`config.mk`:
```
export PLATFORM = sky130hd
export DESIGN_NAME = hid_boot_keyboard_report_diff
export DESIGN_NICKNAME = d
export VERILOG_FILES = /design/src/hw/rtl/hbkrd_pkg.sv /design/src/hw/rtl/hid_boot_keyboard_report_diff.sv /design/src/hw/rtl/hbkrd_front.sv /design/src/hw/rtl/hbkrd_fifo.sv /design/src/hw/rtl/hbkrd_back.sv
export SDC_FILE = /design/constraint.sdc
export NUM_CORES = 1
export LEC_CHECK = 0
export ABC_AREA = 1
export BUFFER_PORTS_ARGS = -buffer_cell sky130_fd_sc_hd__buf_2
export CAP_MARGIN = 20
export CORE_ASPECT_RATIO = 1.4
export CORE_UTILIZATION = 40
export CTS_CLUSTER_DIAMETER = 40
export DETAILED_ROUTE_END_ITERATION = 16
export MAX_ROUTING_LAYER = met4
export SYNTH_ARGS = -nofsm -noshare
export SYNTH_HDL_FRONTEND = slang
export SYNTH_SLANG_ARGS = --single-unit
```
`constraint.sdc`:
```
create_clock -name i_clk -period 10.8 [get_ports i_clk]
set_clock_uncertainty 0.2 [all_clocks]
set_input_delay 1.62 -clock i_clk [delete_from_list [all_inputs] [get_ports i_clk]]
set_output_delay 1.62 -clock i_clk [all_outputs]
set_load 0.01 [all_outputs]
```
`src/hw/rtl/hbkrd_pkg.sv`:
```
// Package of the boot keyboard report differ: types, constants and sizes.
`default_nettype none

package hbkrd_pkg;

    // Number of key slots in one boot report.
    localparam int KEY_SLOTS = 6;
    // Events per report at most: one press and one release per slot.
    localparam int EVENT_SLOTS = 2 * KEY_SLOTS;
    localparam int EVENT_IDX_W = $clog2(EVENT_SLOTS);
    localparam int SLOT_IDX_W = EVENT_IDX_W - 1;

    // Depth of the job queue between front and back (a power of two).
    localparam int JOB_DEPTH = 2;
    localparam int JOB_PTR_W = (JOB_DEPTH > 1) ? $clog2(JOB_DEPTH) : 1;
    localparam int JOB_CNT_W = $clog2(JOB_DEPTH + 1);

    // Rollover error code, which never counts as a match.
    localparam logic [7:0] ROLLOVER_CODE = 8'd1;

    // Event kinds.
    localparam logic KIND_PRESS = 1'b0;
    localparam logic KIND_RELEASE = 1'b1;

    typedef logic [KEY_SLOTS-1:0][7:0] t_slots;

    // One input word: a boot keyboard report.
    typedef struct packed {
        logic [7:0] modifier;
        logic [7:0] slot_0;
        logic [7:0] slot_1;
        logic [7:0] slot_2;
        logic [7:0] slot_3;
        logic [7:0] slot_4;
        logic [7:0] slot_5;
    } t_report;

    // One output word: a key event.
    typedef struct packed {
        logic       event_kind;
        logic [7:0] key_code;
        logic [7:0] modifier_now;
        logic       last;
    } t_event;

    // A classified report: the codes and one bit for each event to emit.
    // Bit 2*i is the press of slot i, bit 2*i+1 the release of slot i.
    typedef struct packed {
        logic [7:0]             modifier;
        t_slots                 cur;
        t_slots                 prev;
        logic [EVENT_SLOTS-1:0] mask;
    } t_job;

endpackage

`default_nettype wire

```
`src/hw/rtl/hid_boot_keyboard_report_diff.sv`:
```
// Top level of the boot keyboard report differ.
//
// Input channel: a report word (modifier byte and six key slots) is taken
// at a clock edge with push high and full low. Output channel: while empty
// is low the oldest event word (kind, key code, modifier, last flag) is on
// o_event; it is taken at a clock edge with pop high.
// Each report is classified in the cycle it is taken and, if it causes any
// event, queued as a job in a two-entry queue. The back part emits the job's
// events one per cycle while the receiver takes them; a report causes 0 to
// 12 events. Reports are taken every cycle while the job queue has room; the
// sustained rate is set by the back part's one event per cycle.
// The last event of a report carries last = 1; a report that equals the
// stored one and holds no rollover code produces nothing.
// Synchronous reset clears the stored previous slots to zero and empties
// the queue and the output register. When the receiver stalls, the output
// register holds its word, the back part waits, the queue fills and full
// rises.
`default_nettype none

module hid_boot_keyboard_report_diff (
    input  wire logic               i_clk,
    input  wire logic               i_rst_n,
    input  wire logic               push,
    output logic                    full,
    input  wire hbkrd_pkg::t_report i_report,
    output logic                    empty,
    input  wire logic               pop,
    output hbkrd_pkg::t_event       o_event
);

    logic w_job_push;
    logic w_job_full;
    logic w_job_pop;
    logic w_job_empty;
    hbkrd_pkg::t_job w_job_in;
    hbkrd_pkg::t_job w_job_out;

    // Classification of incoming reports.
    hbkrd_front u_front (
        .i_clk      (i_clk),
        .i_rst_n    (i_rst_n),
        .i_push     (push),
        .i_report   (i_report),
        .i_job_full (w_job_full),
        .o_full     (full),
        .o_job_push (w_job_push),
        .o_job      (w_job_in)
    );

    // Job queue decoupling the two parts.
    hbkrd_fifo u_fifo (
        .i_clk   (i_clk),
        .i_rst_n (i_rst_n),
        .i_push  (w_job_push),
        .i_data  (w_job_in),
        .o_full  (w_job_full),
        .i_pop   (w_job_pop),
        .o_empty (w_job_empty),
        .o_data  (w_job_out)
    );

    // Event emission.
    hbkrd_back u_back (
        .i_clk       (i_clk),
        .i_rst_n     (i_rst_n),
        .i_job_empty (w_job_empty),
        .i_job       (w_job_out),
        .o_job_pop   (w_job_pop),
        .o_empty     (empty),
        .i_pop       (pop),
        .o_event     (o_event)
    );

`ifndef NO_ASSERTIONS
    // After reset nothing is waiting on either side.
    a_reset_clears: assert property (@(posedge i_clk)
        !i_rst_n |=> (empty && !full))
        else $error("block not cleared by reset");

    // The front never pushes a job into a full queue.
    a_no_overflow: assert property (@(posedge i_clk) disable iff (!i_rst_n)
        !(w_job_push && w_job_full))
        else $error("job pushed into full queue");

    // The back never pops a job from an empty queue.
    a_no_underflow: assert property (@(posedge i_clk) disable iff (!i_rst_n)
        !(w_job_pop && w_job_empty))
        else $error("job popped from empty queue");
`endif

endmodule

`default_nettype wire

```
`src/hw/rtl/hbkrd_front.sv`:
```
// Front part: accepts reports, compares them with the previous slots, queues jobs.
`default_nettype none

module hbkrd_front (
    input  wire logic              i_clk,
    input  wire logic              i_rst_n,
    input  wire logic              i_push,
    input  wire hbkrd_pkg::t_report i_report,
    input  wire logic              i_job_full,
    output logic                   o_full,
    output logic                   o_job_push,
    output hbkrd_pkg::t_job        o_job
);

    hbkrd_pkg::t_slots r_prev;
    hbkrd_pkg::t_slots w_cur;
    logic [hbkrd_pkg::EVENT_SLOTS-1:0] w_mask;
    logic w_accept;

    // Unpack the report's slots into an array.
    always_comb begin
        w_cur[0] = i_report.slot_0;
        w_cur[1] = i_report.slot_1;
        w_cur[2] = i_report.slot_2;
        w_cur[3] = i_report.slot_3;
        w_cur[4] = i_report.slot_4;
        w_cur[5] = i_report.slot_5;
    end

    // Compare every current slot with every previous slot in parallel.
    always_comb begin
        logic held;
        logic kept;
        for (int i = 0; i < hbkrd_pkg::KEY_SLOTS; i++) begin
            held = 1'b0;
            kept = 1'b0;
            for (int j = 0; j < hbkrd_pkg::KEY_SLOTS; j++) begin
                if (w_cur[i] == r_prev[j] && w_cur[i] != hbkrd_pkg::ROLLOVER_CODE) begin
                    held = 1'b1;
                end
                if (r_prev[i] == w_cur[j] && r_prev[i] != hbkrd_pkg::ROLLOVER_CODE) begin
                    kept = 1'b1;
                end
            end
            w_mask[2*i]     = !held;
            w_mask[2*i + 1] = !kept;
        end
    end

    assign o_full     = i_job_full;
    assign w_accept   = i_push && !i_job_full;
    // A report that causes no event takes no queue entry.
    assign o_job_push = w_accept && (w_mask != '0);

    always_comb begin
        o_job.modifier = i_report.modifier;
        o_job.cur      = w_cur;
        o_job.prev     = r_prev;
        o_job.mask     = w_mask;
    end

    // The stored slots are replaced by every accepted report.
    always_ff @(posedge i_clk) begin
        if (!i_rst_n) begin
            r_prev <= '0;
        end else if (w_accept) begin
            r_prev <= w_cur;
        end
    end

endmodule

`default_nettype wire

```
`src/hw/rtl/hbkrd_fifo.sv`:
```
// Short job queue between the front and the back part.
`default_nettype none

module hbkrd_fifo (
    input  wire logic            i_clk,
    input  wire logic            i_rst_n,
    input  wire logic            i_push,
    input  wire hbkrd_pkg::t_job i_data,
    output logic                 o_full,
    input  wire logic            i_pop,
    output logic                 o_empty,
    output hbkrd_pkg::t_job      o_data
);

    hbkrd_pkg::t_job r_mem [hbkrd_pkg::JOB_DEPTH];
    logic [hbkrd_pkg::JOB_PTR_W-1:0] r_wr_ptr;
    logic [hbkrd_pkg::JOB_PTR_W-1:0] r_rd_ptr;
    logic [hbkrd_pkg::JOB_CNT_W-1:0] r_count;
    logic w_wr;
    logic w_rd;

    assign o_full  = (r_count == hbkrd_pkg::JOB_CNT_W'(hbkrd_pkg::JOB_DEPTH));
    assign o_empty = (r_count == '0);
    assign w_wr    = i_push && !o_full;
    assign w_rd    = i_pop && !o_empty;
    assign o_data  = r_mem[r_rd_ptr];

    // Storage needs no reset.
    always_ff @(posedge i_clk) begin
        if (w_wr) begin
            r_mem[r_wr_ptr] <= i_data;
        end
    end

    // Pointers wrap naturally because the depth is a power of two.
    always_ff @(posedge i_clk) begin
        if (!i_rst_n) begin
            r_wr_ptr <= '0;
            r_rd_ptr <= '0;
            r_count  <= '0;
        end else begin
            if (w_wr) begin
                r_wr_ptr <= r_wr_ptr + 1'b1;
            end
            if (w_rd) begin
                r_rd_ptr <= r_rd_ptr + 1'b1;
            end
            case ({w_wr, w_rd})
                2'b10:   r_count <= r_count + 1'b1;
                2'b01:   r_count <= r_count - 1'b1;
                default: r_count <= r_count;
            endcase
        end
    end

endmodule

`default_nettype wire

```
`src/hw/rtl/hbkrd_back.sv`:
```
// Back part: walks a job's event bits, one event per cycle unless output stalls.
`default_nettype none

module hbkrd_back (
    input  wire logic            i_clk,
    input  wire logic            i_rst_n,
    input  wire logic            i_job_empty,
    input  wire hbkrd_pkg::t_job i_job,
    output logic                 o_job_pop,
    output logic                 o_empty,
    input  wire logic            i_pop,
    output hbkrd_pkg::t_event    o_event
);

    hbkrd_pkg::t_job r_job;
    logic [hbkrd_pkg::EVENT_SLOTS-1:0] r_mask;
    logic [hbkrd_pkg::EVENT_SLOTS-1:0] n_mask;
    logic [hbkrd_pkg::EVENT_IDX_W-1:0] w_idx;
    logic [hbkrd_pkg::SLOT_IDX_W-1:0]  w_slot;
    hbkrd_pkg::t_event r_out;
    logic r_out_valid;
    logic w_out_free;
    logic w_emit;
    logic w_kind;

    // Lowest pending event bit.
    always_comb begin
        w_idx = '0;
        for (int k = hbkrd_pkg::EVENT_SLOTS - 1; k >= 0; k--) begin
            if (r_mask[k]) begin
                w_idx = hbkrd_pkg::EVENT_IDX_W'(k);
            end
        end
    end

    assign w_slot     = w_idx[hbkrd_pkg::EVENT_IDX_W-1:1];
    assign w_kind     = w_idx[0];
    assign w_out_free = !r_out_valid || i_pop;
    assign w_emit     = (r_mask != '0) && w_out_free;

    // Remaining bits once the current one has gone out.
    always_comb begin
        n_mask = r_mask;
        if (w_emit) begin
            n_mask[w_idx] = 1'b0;
        end
    end

    // Take the next job as soon as the current one is finished.
    assign o_job_pop = !i_job_empty && (n_mask == '0);

    always_ff @(posedge i_clk) begin
        if (!i_rst_n) begin
            r_mask <= '0;
        end else if (o_job_pop) begin
            r_mask <= i_job.mask;
        end else begin
            r_mask <= n_mask;
        end
    end

    always_ff @(posedge i_clk) begin
        if (o_job_pop) begin
            r_job <= i_job;
        end
    end

    // Output register: the event word waits here until it is taken.
    always_ff @(posedge i_clk) begin
        if (!i_rst_n) begin
            r_out_valid <= 1'b0;
        end else if (w_emit) begin
            r_out_valid <= 1'b1;
        end else if (i_pop) begin
            r_out_valid <= 1'b0;
        end
    end

    always_ff @(posedge i_clk) begin
        if (w_emit) begin
            r_out.event_kind   <= w_kind;
            r_out.key_code     <= (w_kind == hbkrd_pkg::KIND_RELEASE) ?
                                  r_job.prev[w_slot] : r_job.cur[w_slot];
            r_out.modifier_now <= r_job.modifier;
            r_out.last         <= (n_mask == '0);
        end
    end

    assign o_empty = !r_out_valid;
    assign o_event = r_out;

endmodule

`default_nettype wire

```
==> results of run 1 <==
## routing by layer
layer  vias to the layer above  part of all wire  global-route usage
li1                       6601                 -                   -
met1                      7039              0.39               0.322
met2                       629              0.47               0.434
met3                       198             0.062              0.0315
met4                         0             0.079               0.190
met5                         -                 0                   -
## stage by stage
stage | hold WS (ns) | area [um2] | power (mW) | utilization | setup slack (ns)
after global placement | 0.205 | 20800 | 4.03 | 0.422 | 4.96
after global routing | 0.226 | 22200 | 5.76 | 0.450 | 5.41
after detailed placement | 0.205 | 20800 | 4.06 | 0.422 | 5.04
final | 0.217 | 22200 | 5.49 | 0.450 | 5.60
after floorplan | 0.200 | 20100 | 3.49 | - | 2.24
after CTS | 0.215 | 22200 | 5.53 | 0.450 | 5.61
## synthesized netlist by cell type (all sizes together)
| cell type | n |
|---|---|
| nand4 | 76 |
| and2 | 7 |
| o31ai | 1 |
| ha | 1 |
| nand3 | 25 |
| buf | 47 |
| nor2 | 175 |
| mux2i | 11 |
| edfxtp | 354 |
| clkinv | 1 |
| dfxtp | 66 |
| a21boi | 7 |
| xnor2 | 27 |
| nor3 | 10 |
| o21ai | 101 |
| inv | 140 |
| nor4 | 20 |
| clkbuf | 97 |
| o21bai | 1 |
| or2 | 8 |
| a21oi | 106 |
| mux2 | 105 |
| xor2 | 119 |
| a22oi | 4 |
| o221ai | 16 |
| o21a | 2 |
| nand2 | 421 |
## path summary, 6_finish.rpt
kind	start	endpoint	cells past startpoint
setup / recovery	i_report[27]	u_fifo.r_mem[0][85]$_DFFE_PP_	16
hold reg to reg	u_back.r_job[113]$_DFFE_PP_	u_back.o_event[6]$_DFFE_PP_	0
hold / removal	u_back.r_job[113]$_DFFE_PP_	u_back.o_event[6]$_DFFE_PP_	0
setup reg to reg	u_front.o_job[38]$_SDFFE_PN0P_	u_fifo.r_mem[0][85]$_DFFE_PP_	15
## cell type report
class,count,area (um2)
inverter,141,534
tap,637,797
fill,4584,27100
timing repair buffer,90,478
antenna,3,7.51
sequential,420,12000
clock buffer,52,1150
clock inverter,27,241
multi-input combinational,1243,7060
## power breakdown
group | switching, mW | internal [mW]
sequential | 0.267 | 2.30
clock | 0.662 | 0.808
combinational | 1.01 | 0.446
## cells by family after synthesis
| logic type | Yosys count |
|---|---|
| AND/OR/NAND/NOR | 742 |
| buffers and inverters | 285 |
| adder cells (fa/ha/maj) | 1 |
| XOR/XNOR | 146 |
| AO/OA/AOI/OAI | 238 |
| multiplexers | 116 |
| flip-flops | 420 |
## registers in the layout (all words and copies together), names as in the netlist, named ones only
register and count:
u_back.o_event 18, u_front.o_job 48, u_back.r_job 104, u_fifo.r_mem 232
u_back.r_mask 12, u_fifo.r_rd_ptr 1, u_back.r_out_valid 1, u_fifo.r_wr_ptr 1
u_fifo.r_count 2
==> results.ini, run 1 <==
[synth]
synth_cell_types=38
syn_nets=2009
syn_inst=1948
ys_ff_latch=420
yosys.area_share.simple=0.157
syn_avg_cell_area_um2=10.3
synth_compound_area_frac=0.0640
yosysSeqAreaShare=0.594
synth_xor_area_frac=0.0635
syn_area_um2=20100
synth_top_area_share=0.528
synth.area.top_cells=edfxtp_1 (53%), nand2_1 (7.8%), dfxtp_1 (6.6%), mux2_2 (5.9%), xor2_1 (5.2%)
synth_top_cell_by_area=edfxtp_1
yosysWarningCount=0
synthAdderAreaFrac=0.000622
synth_top_family_by_area=simple AND/OR/NAND/NOR gates
synth_mux_area_frac=0.0642

[grt]
grt_pass1_vias=14400
grt-ovfl-total=0
grt_max_degree=86
antenna_found_initial=4
grt_usage=0.273
grt_pass1_wl_um=97000

[run]
cap_viol_max_count=0

[finish]
final_cell_mix=nand2_1 (419), edfxtp_1 (354), nor2_1 (167), inv_1 (136), xor2_1 (119)
area_growth_pct=10.5
layout.nets=2002
fin_cells=2613
drive_above_1_share=0.145
final_common_cell=nand2_1

[sta]
finalSetupTns_ns=0
period_needed_ns=5.20
worst_pin_slew_ns=1.09
hold_viol_final=0
finalSetupViolCount=0
clock.fmax_mhz=192
rsz0062_at_grt=no
fin_crit_sh=0.482
drv_slew=0
slew_headroom=0.272

[floorplan]
core_area_um2=49400
num_io_pins=80
die_y_um=267
start_util=0.408
die-area_um2=51200
num_rows=96
die_w_um=192

[setup_path]
cp-end-kind=register
path_class=in2reg
crit_slowest_cell=a21boi_0
reg2reg_slack_ns=6.01
start_kind=input port
path_max_fanout=74
worst-path-buf-inv=4
critPathRequiredTime_ns=10.76
slowest_delay_ns=0.57
critical_path_arrival_ns=5.16
cp_top_family=simple AND/OR/NAND/NOR gates
path_common_cell=nand2_1
cp_cell_sequence=buf_2 > inv_1 > nand2_1 > nand4_1 > nor3_1 > nand2_1 > nand2_1 > nor2_1 > a21boi_0 > nand2_1 > nor2_1 > nand3_1 > nand2_1 > nor2_4 > buf_4 > buf_4

[run_status]
status=finished clean

[drt]
wl_um=67000
firstDrtPassIters=6
vias=14500
drc=0
wl_per_cell_um=25.6
antenna_left=0
drt-initial-drc-count=1484
viasPerCell=5.54

[clocking]
clockBufferDepth=3
cts_root_buffer=clkbuf_16
post_cts_buffers=0
clock_sinks=420
cts_resized=0
cts_tree=done
cts_made_buffers=45
clkTransAtPathRegs_ns=0.06
clkLatencyLatePin_ns=0.56
htree_levels=2
hold_buffers=0

[place]
place.gp.congestion=1.01
port_buffers=79
dpl.cell_count=2531
hpwlAfterDp_um=46300

[min_path]
hold_class=reg2reg

[power]
irDropWorstVdd_uv=262
p_leak_nw=8.44
p_per_area_nw_per_um2=247

No activity file was read; power rests on OpenSTA's default activity.
==> inputs of run 2 (changes only) <==
--- a/config.mk
+++ b/config.mk
@@ -5,7 +5,7 @@
 export SDC_FILE = /design/constraint.sdc
 export NUM_CORES = 1
 export LEC_CHECK = 0
-export ABC_AREA = 1
+export ABC_AREA = 0
 export BUFFER_PORTS_ARGS = -buffer_cell sky130_fd_sc_hd__buf_2
 export CAP_MARGIN = 20
 export CORE_ASPECT_RATIO = 1.4
==> constraint.sdc (replaced) <==
create_clock -name i_clk -period 4.8 [get_ports i_clk]
set_clock_uncertainty 0.2 [all_clocks]
set_input_delay 0.72 -clock i_clk [delete_from_list [all_inputs] [get_ports i_clk]]
set_output_delay 0.72 -clock i_clk [all_outputs]
set_load 0.01 [all_outputs]
==> results.ini, run 2 <==
[finish]
nFillCells=4207
layout.nets=1595
multi_input_area_um2=6780
final_common_cell=edfxtp_1
final_cell_mix=edfxtp_1 (354), xor2_1 (289), nand2_1 (185), mux2_2 (110), nor4_1 (89)
largest_register=u_fifo.r_mem
drive_above_1_share=0.209
area_growth_pct=13.1
largest_reg_flops=232
finish.utilization=0.461
ff_latch_area_um2=12000

[floorplan]
die-area_um2=49100
num_io_pins=80
start_util=0.408
die_y_um=262
core_area_um2=47300
num_rows=94
die_w_um=188

[clocking]
clkLatencyLatePin_ns=0.57
clock_sinks=420
cts_tree=done
hold_buffers=0
post_cts_buffers=0
cts_root_buffer=clkbuf_16
htree_levels=2
cts_resized=0
clkTransAtPathRegs_ns=0.06
clockBufferDepth=3
cts_made_buffers=42

[grt]
grt_pass1_vias=12400
grt_max_degree=80
grt_pass1_wl_um=85300
grt_usage=0.248
grt-ovfl-total=0
antenna_found_initial=1

[synth]
syn_avg_cell_area_um2=12.9
ys_ff_latch=420
synth_top_family_by_area=XOR/XNOR gates
yosysMostFrequentCell=edfxtp_1
synthAdderAreaFrac=0.000649
synth-main-ff-cell=edfxtp_1
syn_area_um2=19300
synth_top_area_share=0.552
yosys.area_share.simple=0.0875
async_flop_share=0
synth_mux_area_frac=0.0695
synth_edf_count=354
ys_top_cells_by_count=edfxtp_1 (354), xor2_1 (289), nand2_1 (186)
synth_xor_area_frac=0.132
yosysSeqAreaShare=0.620
synth_compound_area_frac=0.0603
synth_cell_types=54
syn_inst=1496
synth.area.top_cells=edfxtp_1 (55%), xor2_1 (13%), dfxtp_1 (6.9%), mux2_2 (6.4%), nand2_1 (3.6%)
yosysWarningCount=0
synth_top_cell_by_area=edfxtp_1
syn_nets=1557

[run_status]
status=finished clean

[power]
p_sw_frac=0.368
switchingPower_mw=5.07
p_per_area_nw_per_um2=632
p_leak_nw=8.07
power_frac_seq=0.421
p_comb_frac=0.350
irDropWorstVdd_uv=456
p_int_mw=8.70
power.share.clock=0.229

[sta]
drv_slew=0
hold_viol_final=0
worst_pin_slew_ns=0.955
fin_crit_sh=0.882
rsz0062_at_grt=no
period_needed_ns=4.23
finalSetupTns_ns=0
clock.fmax_mhz=236
finalSetupViolCount=0
slew_headroom=0.363

[place]
hpwlAfterDp_um=40500
place.gp.congestion=0.988
port_buffers=79

[drt]
vias=12400
drt-initial-drc-count=1004
wl_per_cell_um=27.1
viasPerCell=5.64
drc=0
wl_um=59300
antenna_left=0
firstDrtPassIters=5

[setup_path]
path_max_fanout=47
path_class=reg2reg
critPathRequiredTime_ns=4.83
cp-end-kind=register
start_kind=register
critical_path_arrival_ns=4.27

[run]
cap_viol_max_count=0

[min_path]
hold_class=in2reg

-- run 2: per-layer routing --
layer | share of wire | global-route usage | vias to the layer above
li1 | - | - | 5478
met1 | 0.38 | 0.277 | 6229
met2 | 0.51 | 0.432 | 466
met3 | 0.050 | 0.0295 | 185
met4 | 0.063 | 0.143 | 0
met5 | 0 | - | -
-- run 2: worst paths after layout --
check                                 startpoint                        endpoint  slack (ns)  cells after the start
setup / recovery  u_front.o_job[42]$_SDFFE_PN0P_   u_fifo.r_mem[1][69]$_DFFE_PP_        0.57                     10
hold / removal                      i_report[55]  u_fifo.r_mem[0][115]$_DFFE_PP_        0.14                      1
setup reg to reg  u_front.o_job[42]$_SDFFE_PN0P_   u_fifo.r_mem[1][69]$_DFFE_PP_        0.57                     10
hold reg to reg      u_back.r_job[113]$_DFFE_PP_     u_back.o_event[6]$_DFFE_PP_        0.22                      0
-- run 2: critical path: stages, from the launching register on --
cell and delay, ns:
dfxtp_1 0.75, buf_4 0.27, xor2_1 0.15, nor4_1 0.07, nand2_1 0.21, nand4_1 0.19
o21ai_0 0.51, nor4_1 0.22, a31oi_1 0.40, and2_4 0.51, buf_12 0.31
-- run 2: layout make-up --
type                       count  share of cell area
tap                          624              0.0358
inverter                      10             0.00184
timing repair buffer         138              0.0425
antenna                        1            0.000115
clock inverter                20             0.00821
sequential                   420               0.549
multi-input combinational    922               0.311
clock buffer                  56              0.0521
-- run 2: logic make-up after synthesis --
| kind of cell | count (synthesis) |
|---|---|
| compound gates | 171 |
| xor+xnor | 290 |
| fa+ha+maj | 1 |
| buf+inv | 154 |
| flops | 420 |
| mux | 120 |
| simple gates | 340 |
-- run 2: power groups by stage --
| stage | registers (mW) | clock network (mW) | logic, mW |
|---|---|---|---|
| 2_1_floorplan | 5.61 | 0 | 3.03 |
| 3_3_place_gp | 5.84 | 0 | 4.81 |
| 3_5_place_dp | 5.88 | 0 | 4.84 |
| 4_1_cts | 5.80 | 3.21 | 4.87 |
| 5_1_grt | 5.87 | 3.34 | 5.13 |
| 6_report | 5.80 | 3.15 | 4.82 |
-- run 2: stage by stage --
stage | hold slack (ns) | instance area (um2) | total power [mW] | worst slack (ns) | instances
global placement | 0.201 | 20500 | 10.7 | 0.486 | 2114
floorplan | 0.200 | 19300 | 8.64 | 0.374 | 1496
detailed placement | 0.205 | 20500 | 10.7 | 0.472 | 2114
global route | 0.140 | 21800 | 14.3 | 0.508 | 2191
finish | 0.142 | 21800 | 13.8 | 0.568 | 2191
CTS | 0.126 | 21800 | 13.9 | 0.648 | 2190
